==> config.mk <==
export PLATFORM = sky130hd
export DESIGN_NAME = ddo_mul
export DESIGN_NICKNAME = d
export VERILOG_FILES = /design/src/hdl/ddo_pkg.sv /design/src/hdl/ddo_mul.sv
export SDC_FILE = /design/constraint.sdc
export NUM_CORES = 1
export LEC_CHECK = 0
export CORE_MARGIN = 3
export CORE_UTILIZATION = 40
export DETAILED_ROUTE_END_ITERATION = 12
export DONT_BUFFER_PORTS = 1
export HOLD_SLACK_MARGIN = 0.03
export MAX_ROUTING_LAYER = met4
export SYNTH_ARGS = -nofsm -noshare
export SYNTH_HDL_FRONTEND = slang
export SYNTH_SLANG_ARGS = --single-unit
==> constraint.sdc <==
create_clock -name clk -period 6.5 [get_ports clk]
set_clock_uncertainty 0.1 [all_clocks]
set_input_delay 1.3 -clock clk [delete_from_list [all_inputs] [get_ports clk]]
set_output_delay 1.3 -clock clk [all_outputs]
set_load 0.02 [all_outputs]
==> src/hdl/ddo_pkg.sv <==
`default_nettype none
package ddo_pkg;

	localparam int ATAN_ENTRIES = 30;
	localparam int OP_W = 34;
	localparam int PROD_W = 2 * OP_W;
	localparam int CFG_IDX_W = 3;

	localparam logic signed [OP_W-1:0] PI_Q29 = 34'sd1686629713;
	localparam logic signed [OP_W-1:0] HALF_PI_Q29 = 34'sd843314857;
	localparam logic signed [OP_W-1:0] TWO_PI_Q29 = 34'sd3373259426;
	localparam logic signed [OP_W-1:0] ONE_Q29 = 34'sd536870912;
	localparam logic signed [OP_W-1:0] INV_GAIN_Q29 = 34'sd326016437;

	typedef enum logic [CFG_IDX_W-1:0] {
		CFG_DIST_PER_COUNT = 3'd0,
		CFG_WHEEL_BASE = 3'd1,
		CFG_STRAIGHT_THR = 3'd2,
		CFG_MOVE_LIMIT = 3'd3,
		CFG_ANGLE_LIMIT = 3'd4
	} cfg_idx_t;

	function automatic logic [29:0] atan_q29(input logic [4:0] i);
		case (i)
			5'd0: atan_q29 = 30'd421657428;
			5'd1: atan_q29 = 30'd248918915;
			5'd2: atan_q29 = 30'd131521918;
			5'd3: atan_q29 = 30'd66762579;
			5'd4: atan_q29 = 30'd33510843;
			5'd5: atan_q29 = 30'd16771758;
			5'd6: atan_q29 = 30'd8387925;
			5'd7: atan_q29 = 30'd4194219;
			5'd8: atan_q29 = 30'd2097141;
			5'd9: atan_q29 = 30'd1048575;
			default: atan_q29 = 30'd1 << (5'd29 - i);
		endcase
	endfunction

endpackage
`default_nettype wire

==> src/hdl/ddo_mul.sv <==
`default_nettype none
module ddo_mul import ddo_pkg::*; (
	input wire logic clk,
	input wire logic arst_n,
	input wire logic start,
	input wire logic signed [OP_W-1:0] a,
	input wire logic signed [OP_W-1:0] b,
	output logic busy,
	output logic done,
	output logic signed [PROD_W-1:0] p
);
	localparam int CNT_W = $clog2(OP_W);

	logic signed [PROD_W-1:0] acc_q;
	logic signed [PROD_W-1:0] mcand_q;
	logic [OP_W-1:0] mplier_q;
	logic [CNT_W-1:0] cnt_q;
	logic busy_q;
	logic done_q;

	always_ff @(posedge clk or negedge arst_n) begin
		if (!arst_n) begin
			busy_q <= 1'b0;
			done_q <= 1'b0;
			cnt_q <= '0;
		end else begin
			done_q <= 1'b0;
			if (start) begin
				busy_q <= 1'b1;
				cnt_q <= '0;
			end else if (busy_q) begin
				cnt_q <= cnt_q + 1'b1;
				if (cnt_q == CNT_W'(OP_W - 1)) begin
					busy_q <= 1'b0;
					done_q <= 1'b1;
				end
			end
		end
	end

	// The top bit of the multiplier carries negative weight.
	always_ff @(posedge clk) begin
		if (start) begin
			acc_q <= '0;
			mcand_q <= PROD_W'(a);
			mplier_q <= b;
		end else if (busy_q) begin
			if (mplier_q[0]) begin
				if (cnt_q == CNT_W'(OP_W - 1)) begin
					acc_q <= acc_q - mcand_q;
				end else begin
					acc_q <= acc_q + mcand_q;
				end
			end
			mcand_q <= mcand_q <<< 1;
			mplier_q <= mplier_q >> 1;
		end
	end

	assign busy = busy_q;
	assign done = done_q;
	assign p = acc_q;
endmodule
`default_nettype wire

==> results.py, run 1 <==
metrics = {
    "floorplan": {
        "floorplan.core_area_mm2": 0.0307,
        "die-area_mm2": 0.0334,
        "floorplan.initialDensity_pct": 40.7,
        "floorplan.io_pins": 141,
        "std_cell_rows": 64,
        "die-width_um": 183,
        "chipHeight_um": 183,
    },
    "setup_path": {
        "worst-setup-path-type": "register to register",
        "crit_path_max_incr_delay_ns": 0.73,
        "critPathSlowestCell": "sky130_fd_sc_hd__or4_1",
        "timing.critical_path.fanout_max": 7,
        "cp-start-kind": "register",
        "arrival_ns": 6.10,
        "cell_by_cell_trace_of_the_critical_path": "or4_1, nor3_1, nand2_1, o41ai_1, xor2_1, ha_1, nand2_1, or3_1, a2111oi_2, or4_1, nand3_1, o21ai_1, a41oi_1, or4_1, nand3_1",
        "cp_data_required_time_ns": 6.80,
        "critPathCaptureType": "register",
        "timing.critical_path.mode_cell": "sky130_fd_sc_hd__or4_1",
    },
    "pwr": {
        "p_comb_share_pct": 35.5,
        "p_leak_nw": 5.31,
        "power.switching_fraction_pct": 39.9,
        "power_per_cell_area_mw_per_mm2": 322,
        "total_power_mw": 4.32,
        "vdd_drop_max_v": 0.000227,
        "seq_power_share_pct": 39.0,
        "power.internal_mw": 2.59,
        "power_frac_clock_pct": 25.5,
        "net-switching-power_mw": 1.72,
    },
    "routing": {
        "avgRoutedWirePerCell_um": 19.8,
        "antenna_violating_nets_post_route": 0,
        "post_drt_via_cell_ratio": 5.89,
        "postRouteWirelength_um": 35000,
        "drt_iter0_drc": 932,
        "first_pass_iters": 5,
        "detailroute.via_count": 10439,
        "drc_errors": 0,
    },
    "worst_hold_path": {
        "worst_hold_path_type": "input pin to asynchronous set/reset pin",
    },
    "yosys": {
        "synthesis.instances": 1404,
        "mapped_area_mm2": 0.0125,
        "synth_ff_type": "sky130_fd_sc_hd__edfxtp_1",
        "synthesis.yosys.warnings": 0,
        "postSynthRegisterBits": 178,
        "ys_async_sr_fraction_pct": 4.49,
        "ys_types": 74,
        "synth_largest_type_area_fraction_pct": 24.5,
        "synth.largest_area_cell": "sky130_fd_sc_hd__edfxtp_1",
        "synth_area_leaders": "sky130_fd_sc_hd__edfxtp_1, sky130_fd_sc_hd__dfxtp_1, sky130_fd_sc_hd__ha_1",
        "synth_nets": 1546,
        "postSynthAreaPerCell_um2": 8.89,
        "synth-seq-area-share_pct": 37.1,
        "synth-edff-count": 102,
    },
    "timing": {
        "timing.final.crit_share_pct": 89.3,
        "grt_setup_unrepaired": "no",
        "max_slew_margin_pct": 33.2,
        "fin_crit_ns": 5.80,
        "finalSetupViolCount": 0,
        "timing.final.max_slew_violations": 0,
        "clock.fmax_ghz": 0.172,
        "timing_worst_slew_pin_value_ns": 1.00,
        "fin_tns_setup_ns": 0,
        "timing.final.hold_violations": 0,
    },
    "cts": {
        "cts_tree": "done",
        "clk_path_buf_depth": 2,
        "cts.reportedPaths.clkPinSlew_ns": 0.08,
        "tritoncts_num_sinks": 178,
        "clk-insertion-delay-late_ns": 0.44,
        "max_h_tree_level": 4,
        "cts_resized": 0,
        "cts.root.buffer_cell": "sky130_fd_sc_hd__clkbuf_16",
        "cts_made_buffers": 17,
        "cts.hold.buffers_added": 0,
        "post_cts.repair.setup_buffers": 0,
    },
    "place": {
        "dp.final_hpwl_um": 25900,
        "place.port_buffers": 0,
        "gp_routability_congestion": 0.922,
    },
    "cells_and_area": {
        "post_route_cells_drive_above_1_share_pct": 9.09,
        "fillCellCount": 2983,
        "layout-area-overhead-vs-synth_pct": 7.30,
        "fin_nets": 1504,
        "final_core_occ_pct": 43.7,
        "layout_commonest_cell": "sky130_fd_sc_hd__nand2_1",
        "most-common-layout-cells": "sky130_fd_sc_hd__nand2_1, sky130_fd_sc_hd__a21oi_1, sky130_fd_sc_hd__o21ai_0, sky130_fd_sc_hd__edfxtp_1, sky130_fd_sc_hd__nor2_1",
    },
    "global_routing": {
        "gr_ovfl_total": 0,
        "pin_count_of_the_biggest_net_entering_global_routing": 164,
        "number_of_global_route_vias_before_repair": 9813,
        "grt_first_pass_wirelength_um": 55000,
        "track_usage_pct": 21.4,
        "grt_antenna_before_repair": 2,
    },
    "status": {
        "outcome": "completed",
    },
    "run": {
        "timing.max_cap.violations": 0,
    },
}
worst max-delay path, delay by kind of cell (launching register included):
kind,cells,cell delay [ns]
compound gates,4,1.52
fa+ha+maj,1,0.41
xor+xnor,1,0.17
flops,1,0.47
simple gates,9,3.09
worst paths after layout:
path / endpoint / start / depth (start not counted) / slack, ns
min: cnt_q[4] / arst_n / 0 / 0.44
min reg2reg: cnt_q[5] / cnt_q[5] / 2 / 0.44
max: p[60] / mcand_q[3] / 15 / 0.70
max reg2reg: p[60] / mcand_q[3] / 15 / 0.70
max in group asynchronous: cnt_q[0] / arst_n / 0 / 5.79
min in group clk: cnt_q[5] / cnt_q[5] / 2 / 0.44
layer usage:
| layer | global-route usage (%) | part of all wire, % | vias to the layer above |
|---|---|---|---|
| li1 | - | - | 5076 |
| met1 | 30.9 | 48 | 4956 |
| met2 | 30.2 | 43 | 359 |
| met3 | 4.11 | 6.7 | 48 |
| met4 | 6.43 | 2.3 | 0 |
| met5 | - | 0 | - |
synthesized netlist by cell type (8+ instances only):
library cell	n
sky130_fd_sc_hd__and3_1	13
sky130_fd_sc_hd__a211oi_1	13
sky130_fd_sc_hd__inv_1	60
sky130_fd_sc_hd__or4_1	11
sky130_fd_sc_hd__or3_1	22
sky130_fd_sc_hd__xor2_1	44
sky130_fd_sc_hd__nand4_1	24
sky130_fd_sc_hd__edfxtp_1	102
sky130_fd_sc_hd__nor4_1	8
sky130_fd_sc_hd__nor2_1	83
sky130_fd_sc_hd__o21ai_0	111
sky130_fd_sc_hd__a31oi_1	15
sky130_fd_sc_hd__o211ai_1	13
sky130_fd_sc_hd__a21o_1	22
sky130_fd_sc_hd__xnor2_1	73
sky130_fd_sc_hd__nand2_1	163
sky130_fd_sc_hd__ha_1	70
sky130_fd_sc_hd__a21oi_1	135
sky130_fd_sc_hd__o31ai_1	16
sky130_fd_sc_hd__mux2_2	62
sky130_fd_sc_hd__dfxtp_1	68
sky130_fd_sc_hd__nand3_1	29
sky130_fd_sc_hd__buf_1	11
sky130_fd_sc_hd__dfrtp_1	8
sky130_fd_sc_hd__o21a_1	9
sky130_fd_sc_hd__nor3_1	34
sky130_fd_sc_hd__clkbuf_1	57
sky130_fd_sc_hd__o21bai_1	17
sequential cells by signal, summed over array words and instances, names as in the netlist:
signal	count
done	1
busy	1
cnt_q	6
mplier_q	34
mcand_q	68
p	68
stage by stage:
stage | hold slack, ns | instances | instance area [um2] | worst slack, ns
2_1_floorplan | 0.414 | 1404 | 12500 | 1.70
4_1_cts | 0.416 | 1771 | 13400 | 0.697
3_5_place_dp | 0.433 | 1739 | 12800 | 0.727
6_report | 0.441 | 1773 | 13400 | 0.698
5_1_grt | 0.414 | 1773 | 13400 | 0.173
3_3_place_gp | 0.423 | 1739 | 12800 | 0.964
power by group through the flow:
stage                     Sequential (mW)  Combinational [mW]  Clock (mW)
final                                1.68                1.53        1.10
after global routing                 1.71                1.71        1.17
after CTS                            1.69                1.51        1.13
after detailed placement             1.72                1.50           0
after global placement               1.71                1.50           0
after floorplan                      1.63                1.19           0
final cells by class:
type	count	area, um2	share of cell area [%]
multi-input cells	1096	7370	55.0
repair buffers	9	67.6	0.505
diodes	2	5.00	0.0374
flip-flops and latches	178	4620	34.5
inverters	60	225	1.68
clock inverters	14	178	1.33
clock buffers	18	429	3.20
well taps	396	495	3.70
cells by family (layout without fill, tap and decap cells):
kind of cell / count (synthesis) / after routing / synth area share [%]
AO/OA/AOI/OAI: 412 / 412 / 20.5
XOR/XNOR: 117 / 117 / 8.21
adder cells (fa/ha/maj): 71 / 71 / 7.18
buffers and inverters: 130 / 101 / 3.97
flip-flops: 178 / 178 / 37.1
multiplexers: 64 / 64 / 5.75
other: 0 / 2 / 0
AND/OR/NAND/NOR: 432 / 432 / 17.3
(Power assumes the default switching activity.)
==> run 2: changes to the inputs <==
--- a/config.mk
+++ b/config.mk
@@ -5,12 +5,16 @@
 export SDC_FILE = /design/constraint.sdc
 export NUM_CORES = 1
 export LEC_CHECK = 0
+export CELL_PAD_IN_SITES_DETAIL_PLACEMENT = 0
+export CELL_PAD_IN_SITES_GLOBAL_PLACEMENT = 1
 export CORE_MARGIN = 3
 export CORE_UTILIZATION = 40
 export DETAILED_ROUTE_END_ITERATION = 12
 export DONT_BUFFER_PORTS = 1
 export HOLD_SLACK_MARGIN = 0.03
 export MAX_ROUTING_LAYER = met4
+export PLACE_DENSITY_LB_ADDON = 0.1
+export SKIP_CTS_REPAIR_TIMING = 1
 export SYNTH_ARGS = -nofsm -noshare
 export SYNTH_HDL_FRONTEND = slang
 export SYNTH_SLANG_ARGS = --single-unit
==> run 2 against run 1 <==
Effect of this change: register-to-register slack better by 0.07 ns; cell count is 0.11% lower; critical path type unchanged; hold slack worse by 0.0090 ns; worst setup slack better by 0.074 ns; via count is 0.97% lower; sequential cell count stayed put; sequential power hardly changed; non-clock buffer count stayed put; critical path depth is 1 higher; routed wire length is 5.0% higher; final area is 0.12% lower; die area stayed put.
==> results.py, run 2 (synthesized netlist as in run 1, its figures left out) <==
metrics = {
    "setup_path": {
        "cp_data_required_time_ns": 6.80,
        "arrival_ns": 6.03,
        "reg2reg_slack_ns": 0.77,
        "crit-reg2reg-launch": "mcand_q[3]",
        "rr_worst_depth": 16,
        "worst-setup-path-type": "register to register",
        "timing.critical_path.fanout_max": 7,
        "critical_path.reg2reg.endpoint": "p[60]",
        "critPathCaptureType": "register",
        "cp-start-kind": "register",
    },
    "timing": {
        "timing.final.max_slew_violations": 0,
        "fin_crit_ns": 5.73,
        "max_slew_margin_pct": 28.7,
        "grt_setup_unrepaired": "no",
        "timing_worst_slew_pin_value_ns": 1.07,
        "clock.fmax_ghz": 0.175,
        "timing.final.crit_share_pct": 88.1,
        "timing.final.hold_violations": 0,
        "fin_tns_setup_ns": 0,
        "finalSetupViolCount": 0,
    },
    "global_routing": {
        "grt_first_pass_wirelength_um": 58200,
        "grt-busiest-layer": "met1",
        "pin_count_of_the_biggest_net_entering_global_routing": 164,
        "track_usage_pct": 22.8,
        "grt.met2_usage_pct": 32.7,
        "gr-usage-met3_pct": 4.39,
        "number_of_global_route_vias_before_repair": 10051,
        "grt_use_met1_pct": 33.3,
        "gr_ovfl_total": 0,
        "grt_antenna_before_repair": 0,
    },
    "routing": {
        "detailroute.via_count": 10338,
        "antenna_violating_nets_post_route": 0,
        "postRouteWirelength_um": 36800,
        "avgRoutedWirePerCell_um": 20.8,
        "drt_iter0_drc": 836,
        "first_pass_iters": 5,
        "drc_errors": 0,
        "post_drt_via_cell_ratio": 5.84,
    },
    "floorplan": {
        "chipHeight_um": 183,
        "die-width_um": 183,
        "floorplan.core_area_mm2": 0.0307,
        "floorplan.io_pins": 141,
        "floorplan.initialDensity_pct": 40.7,
        "die-area_mm2": 0.0334,
        "std_cell_rows": 64,
    },
    "pwr": {
        "p_leak_nw": 5.31,
        "power_per_cell_area_mw_per_mm2": 321,
        "vdd_drop_max_v": 0.000210,
    },
    "cts": {
        "cts_made_buffers": 17,
        "cts.reportedPaths.clkPinSlew_ns": 0.08,
        "cts.root.buffer_cell": "sky130_fd_sc_hd__clkbuf_16",
        "tritoncts_num_sinks": 178,
        "max_h_tree_level": 4,
        "clk_path_buf_depth": 2,
        "clk-insertion-delay-late_ns": 0.46,
        "cts_tree": "done",
    },
    "place": {
        "gp_routability_congestion": 0.893,
        "place.port_buffers": 0,
        "placed_area_mm2": 0.0128,
        "dp.final_hpwl_um": 27100,
    },
    "cells_and_area": {
        "post_route_cells_drive_above_1_share_pct": 9.31,
        "layout_commonest_cell": "sky130_fd_sc_hd__nand2_1",
        "most-common-layout-cells": "sky130_fd_sc_hd__nand2_1, sky130_fd_sc_hd__a21oi_1, sky130_fd_sc_hd__o21ai_0, sky130_fd_sc_hd__edfxtp_1, sky130_fd_sc_hd__nor2_1",
        "fin_nets": 1504,
        "final_area_mm2": 0.0134,
        "final_core_occ_pct": 43.6,
        "fillCellCount": 3054,
        "layout-area-overhead-vs-synth_pct": 7.17,
        "antenna_cells": 0,
    },
    "worst_hold_path": {
        "worst_hold_path_type": "input pin to asynchronous set/reset pin",
    },
    "status": {
        "outcome": "completed",
    },
    "run": {
        "timing.max_cap.violations": 0,
    },
}
[run 2: power breakdown]
group	leakage (nW)	internal (mW)	switching, mW
Sequential	1.76	1.37	0.310
Clock	0.292	0.524	0.548
Combinational	3.26	0.608	0.934
Total	5.31	2.50	1.79
[run 2: area by class of cell]
cell class / count / area (um2) / share of cell area (%)
Clock buffer: 18 / 433 / 3.24
Inverter: 60 / 225 / 1.68
Clock inverter: 14 / 163 / 1.22
Sequential cell: 178 / 4620 / 34.6
Timing Repair Buffer: 9 / 67.6 / 0.505
Tap cell: 396 / 495 / 3.70
Multi-Input combinational cell: 1096 / 7370 / 55.1
[run 2: worst max-delay path by stage]
stage	from	endpoint	slack, ns	depth (start not counted)
global route	mcand_q[3]	p[64]	0.39	16
detailed placement	mcand_q[3]	p[64]	0.83	16
finish	mcand_q[3]	p[60]	0.77	16
floorplan	mcand_q[3]	p[67]	1.70	21
global placement	mcand_q[3]	p[64]	0.93	16
CTS	mcand_q[3]	p[60]	0.82	16
[run 2: critical path, stage by stage, from the launching register on]
cell and delay [ns]:
sky130_fd_sc_hd__edfxtp_1 0.46, sky130_fd_sc_hd__or4_1 0.73, sky130_fd_sc_hd__nor3_1 0.25, sky130_fd_sc_hd__buf_4 0.17
sky130_fd_sc_hd__nand2_1 0.10, sky130_fd_sc_hd__o41ai_1 0.34, sky130_fd_sc_hd__xor2_1 0.14, sky130_fd_sc_hd__ha_1 0.40
sky130_fd_sc_hd__nand2_1 0.16, sky130_fd_sc_hd__or3_1 0.47, sky130_fd_sc_hd__a2111oi_2 0.64, sky130_fd_sc_hd__or4_1 0.20
sky130_fd_sc_hd__nand3_1 0.21, sky130_fd_sc_hd__o21ai_1 0.38, sky130_fd_sc_hd__a41oi_1 0.32, sky130_fd_sc_hd__or4_1 0.53
sky130_fd_sc_hd__nand3_1 0.07
[run 2: metrics by stage]
stage | hold slack, ns | power (mW) | std cells | setup slack, ns
5_1_grt | 0.391 | 4.58 | 1771 | 0.388
3_5_place_dp | 0.434 | 3.23 | 1739 | 0.832
3_3_place_gp | 0.424 | 3.24 | 1739 | 0.933
6_report | 0.432 | 4.29 | 1771 | 0.773
4_1_cts | 0.402 | 4.31 | 1771 | 0.820
2_1_floorplan | 0.414 | 2.82 | 1404 | 1.70
[run 2: routing by layer]
metal | up-vias | part of all wire [%]
met1 | 4939 | 51
met2 | 289 | 43
met5 | - | 0
li1 | 5077 | -
met3 | 33 | 5.3
met4 | 0 | 1.3
==> run 3: changes to the inputs <==
==> constraint.sdc (replaced) <==
create_clock -name clk -period 6.5 [get_ports clk]
set_clock_uncertainty 0.1 [all_clocks]
set_input_delay 0.325 -clock clk [delete_from_list [all_inputs] [get_ports clk]]
set_output_delay 0.325 -clock clk [all_outputs]
set_load 0.02 [all_outputs]
==> run 3 against run 2 <==
Effect of this change: sequential share of layout area decreased by 1.8 points; final area increased by 5.5%; sequential power about the same; critical path depth unchanged; maximum frequency decreased by 0.39%; worst setup slack got worse by 0.022 ns; core utilization increased by 2.4 points; die area unchanged; hold slack got worse by 0.39 ns; global-route usage unchanged; routed wire length increased by 3.3%; non-clock buffer count increased by 70; critical path type unchanged.
==> results.py, run 3 (synthesized netlist as in run 1, its figures left out) <==
metrics = {
    "timing": {
        "clock.fmax_ghz": 0.174,
        "whs_ns": 0.0387,
        "max_slew_margin_pct": 30.0,
        "finalSetupViolCount": 0,
        "fin_tns_setup_ns": 0,
        "timing.final.crit_share_pct": 88.5,
        "timing.final.max_slew_violations": 0,
        "timing.final.hold_violations": 0,
        "fin_crit_ns": 5.75,
        "timing_worst_slew_pin_value_ns": 1.05,
        "grt_setup_unrepaired": "no",
    },
    "global_routing": {
        "pin_count_of_the_biggest_net_entering_global_routing": 164,
        "number_of_global_route_vias_before_repair": 10051,
        "grt_first_pass_wirelength_um": 58200,
        "grt_antenna_before_repair": 1,
        "gr_ovfl_total": 0,
        "track_usage_pct": 22.8,
    },
    "routing": {
        "antenna_violating_nets_post_route": 0,
        "detailroute.via_count": 10563,
        "postRouteWirelength_um": 38000,
        "drc_errors": 0,
        "avgRoutedWirePerCell_um": 20.6,
        "post_drt_via_cell_ratio": 5.73,
        "drt_iter0_drc": 830,
        "first_pass_iters": 7,
    },
    "cells_and_area": {
        "layout-area-overhead-vs-synth_pct": 13.0,
        "ff_latch_area_mm2": 0.00462,
        "multi_input_area_mm2": 0.00737,
        "fin_nets": 1574,
        "fillCellCount": 2995,
        "layout_commonest_cell": "sky130_fd_sc_hd__nand2_1",
        "final_area_mm2": 0.0141,
        "post_route_cells_drive_above_1_share_pct": 9.00,
        "most-common-layout-cells": "sky130_fd_sc_hd__nand2_1, sky130_fd_sc_hd__a21oi_1, sky130_fd_sc_hd__o21ai_0, sky130_fd_sc_hd__edfxtp_1, sky130_fd_sc_hd__nor2_1",
    },
    "setup_path": {
        "critPathCaptureType": "register",
        "path_delay_family": "simple AND/OR/NAND/NOR gates",
        "cp_num_buf_inv": 1,
        "timing.critical_path.fanout_max": 7,
        "crit_path_max_incr_delay_ns": 0.73,
        "critPathSlowestCell": "sky130_fd_sc_hd__or4_1",
        "arrival_ns": 6.05,
        "cp-start-kind": "register",
        "timing.critical_path.mode_cell": "sky130_fd_sc_hd__or4_1",
        "worst-setup-path-type": "register to register",
        "cell_by_cell_trace_of_the_critical_path": "or4_1, nor3_1, buf_4, nand2_1, o41ai_1, xor2_1, ha_1, nand2_1, or3_1, a2111oi_2, or4_1, nand3_1, o21ai_1, a41oi_1, or4_1, nand3_1",
        "cp_data_required_time_ns": 6.80,
    },
    "cts": {
        "cts.root.buffer_cell": "sky130_fd_sc_hd__clkbuf_16",
        "cts_tree": "done",
        "tritoncts_num_sinks": 178,
        "max_h_tree_level": 4,
        "cts_made_buffers": 17,
        "clk-insertion-delay-late_ns": 0.46,
        "clk_path_buf_depth": 2,
        "cts.reportedPaths.clkPinSlew_ns": 0.08,
    },
    "floorplan": {
        "floorplan.initialDensity_pct": 40.7,
        "die-width_um": 183,
        "floorplan.core_area_mm2": 0.0307,
        "die-area_mm2": 0.0334,
        "chipHeight_um": 183,
        "std_cell_rows": 64,
        "floorplan.io_pins": 141,
    },
    "place": {
        "placed_area_mm2": 0.0128,
        "gp_routability_congestion": 0.893,
        "dp.final_hpwl_um": 27100,
        "place.port_buffers": 0,
    },
    "pwr": {
        "power_frac_clock_pct": 24.6,
        "p_leak_nw": 5.62,
        "power_per_cell_area_mw_per_mm2": 308,
        "net-switching-power_mw": 1.82,
        "seq_power_share_pct": 38.7,
        "vdd_drop_max_v": 0.000213,
        "p_comb_share_pct": 36.7,
        "power.switching_fraction_pct": 41.8,
        "power.internal_mw": 2.53,
    },
    "status": {
        "outcome": "completed",
    },
    "worst_hold_path": {
        "worst_hold_path_type": "input pin to register",
    },
    "run": {
        "timing.max_cap.violations": 0,
    },
}
## run 3: cell types whose count changed in the layout (fill, tap and decap cells not counted)
cell                            previous run  this run
sky130_fd_sc_hd__diode_2                   0         1
sky130_fd_sc_hd__buf_16                    0         1
sky130_fd_sc_hd__dlygate4sd3_1             0        68
sky130_fd_sc_hd__buf_12                    0         1
## run 3: layer usage
layer  track usage, %  vias to the layer above  share of wire (%)
met5                -                        -                  0
met4             4.97                        0                1.2
met3             4.39                       29                5.9
met2             32.7                      302                 43
met1             33.3                     5004                 49
li1                 -                     5228                  -
## run 3: final timing paths
path | startpoint | to | slack [ns] | depth (start not counted)
max | mcand_q[3] | p[60] | 0.75 | 16
min | a[32] | mcand_q[32] | 0.04 | 2
max reg2reg | mcand_q[3] | p[60] | 0.75 | 16
min reg2reg | mplier_q[22] | mplier_q[21] | 0.45 | 1
max in group asynchronous | arst_n | cnt_q[3] | 5.91 | 1
min in group asynchronous | arst_n | cnt_q[0] | 0.12 | 1
## run 3: final cells by class
type	count	share of cell area, %
multi-input cells	1096	52.2
well taps	396	3.51
repair buffers	79	5.64
flip-flops and latches	178	32.8
diodes	1	0.0177
clock buffers	18	3.07
inverters	60	1.60
clock inverters	14	1.15
## run 3: per-stage QoR
stage          std cells  setup slack (ns)  power, mW  utilization (%)
2_1_floorplan       1404              1.70       2.82                -
3_3_place_gp        1739             0.933       3.24             41.7
3_5_place_dp        1739             0.832       3.23             41.7
4_1_cts             1771             0.820       4.31             43.6
5_1_grt             1842             0.386       4.64             46.0
6_report            1842             0.750       4.35             46.0
## run 3: worst register-to-register path: cells and delay by family (launching register included)
family / cells / cell delay [ns]
and+or+nand+nor: 9 / 2.76
buffers and inverters: 1 / 0.17
AOI/OAI and AO/OA: 4 / 1.69
xor gates and xnor gates: 1 / 0.14
adders and majority gates: 1 / 0.40
DFF: 1 / 0.46
## run 3: power by group through the flow
stage	registers [mW]	clock network, mW	logic, mW
after floorplan	1.63	0	1.19
after global routing	1.71	1.15	1.78
after detailed placement	1.71	0	1.51
final	1.68	1.07	1.60
after CTS	1.69	1.10	1.53
after global placement	1.71	0	1.53
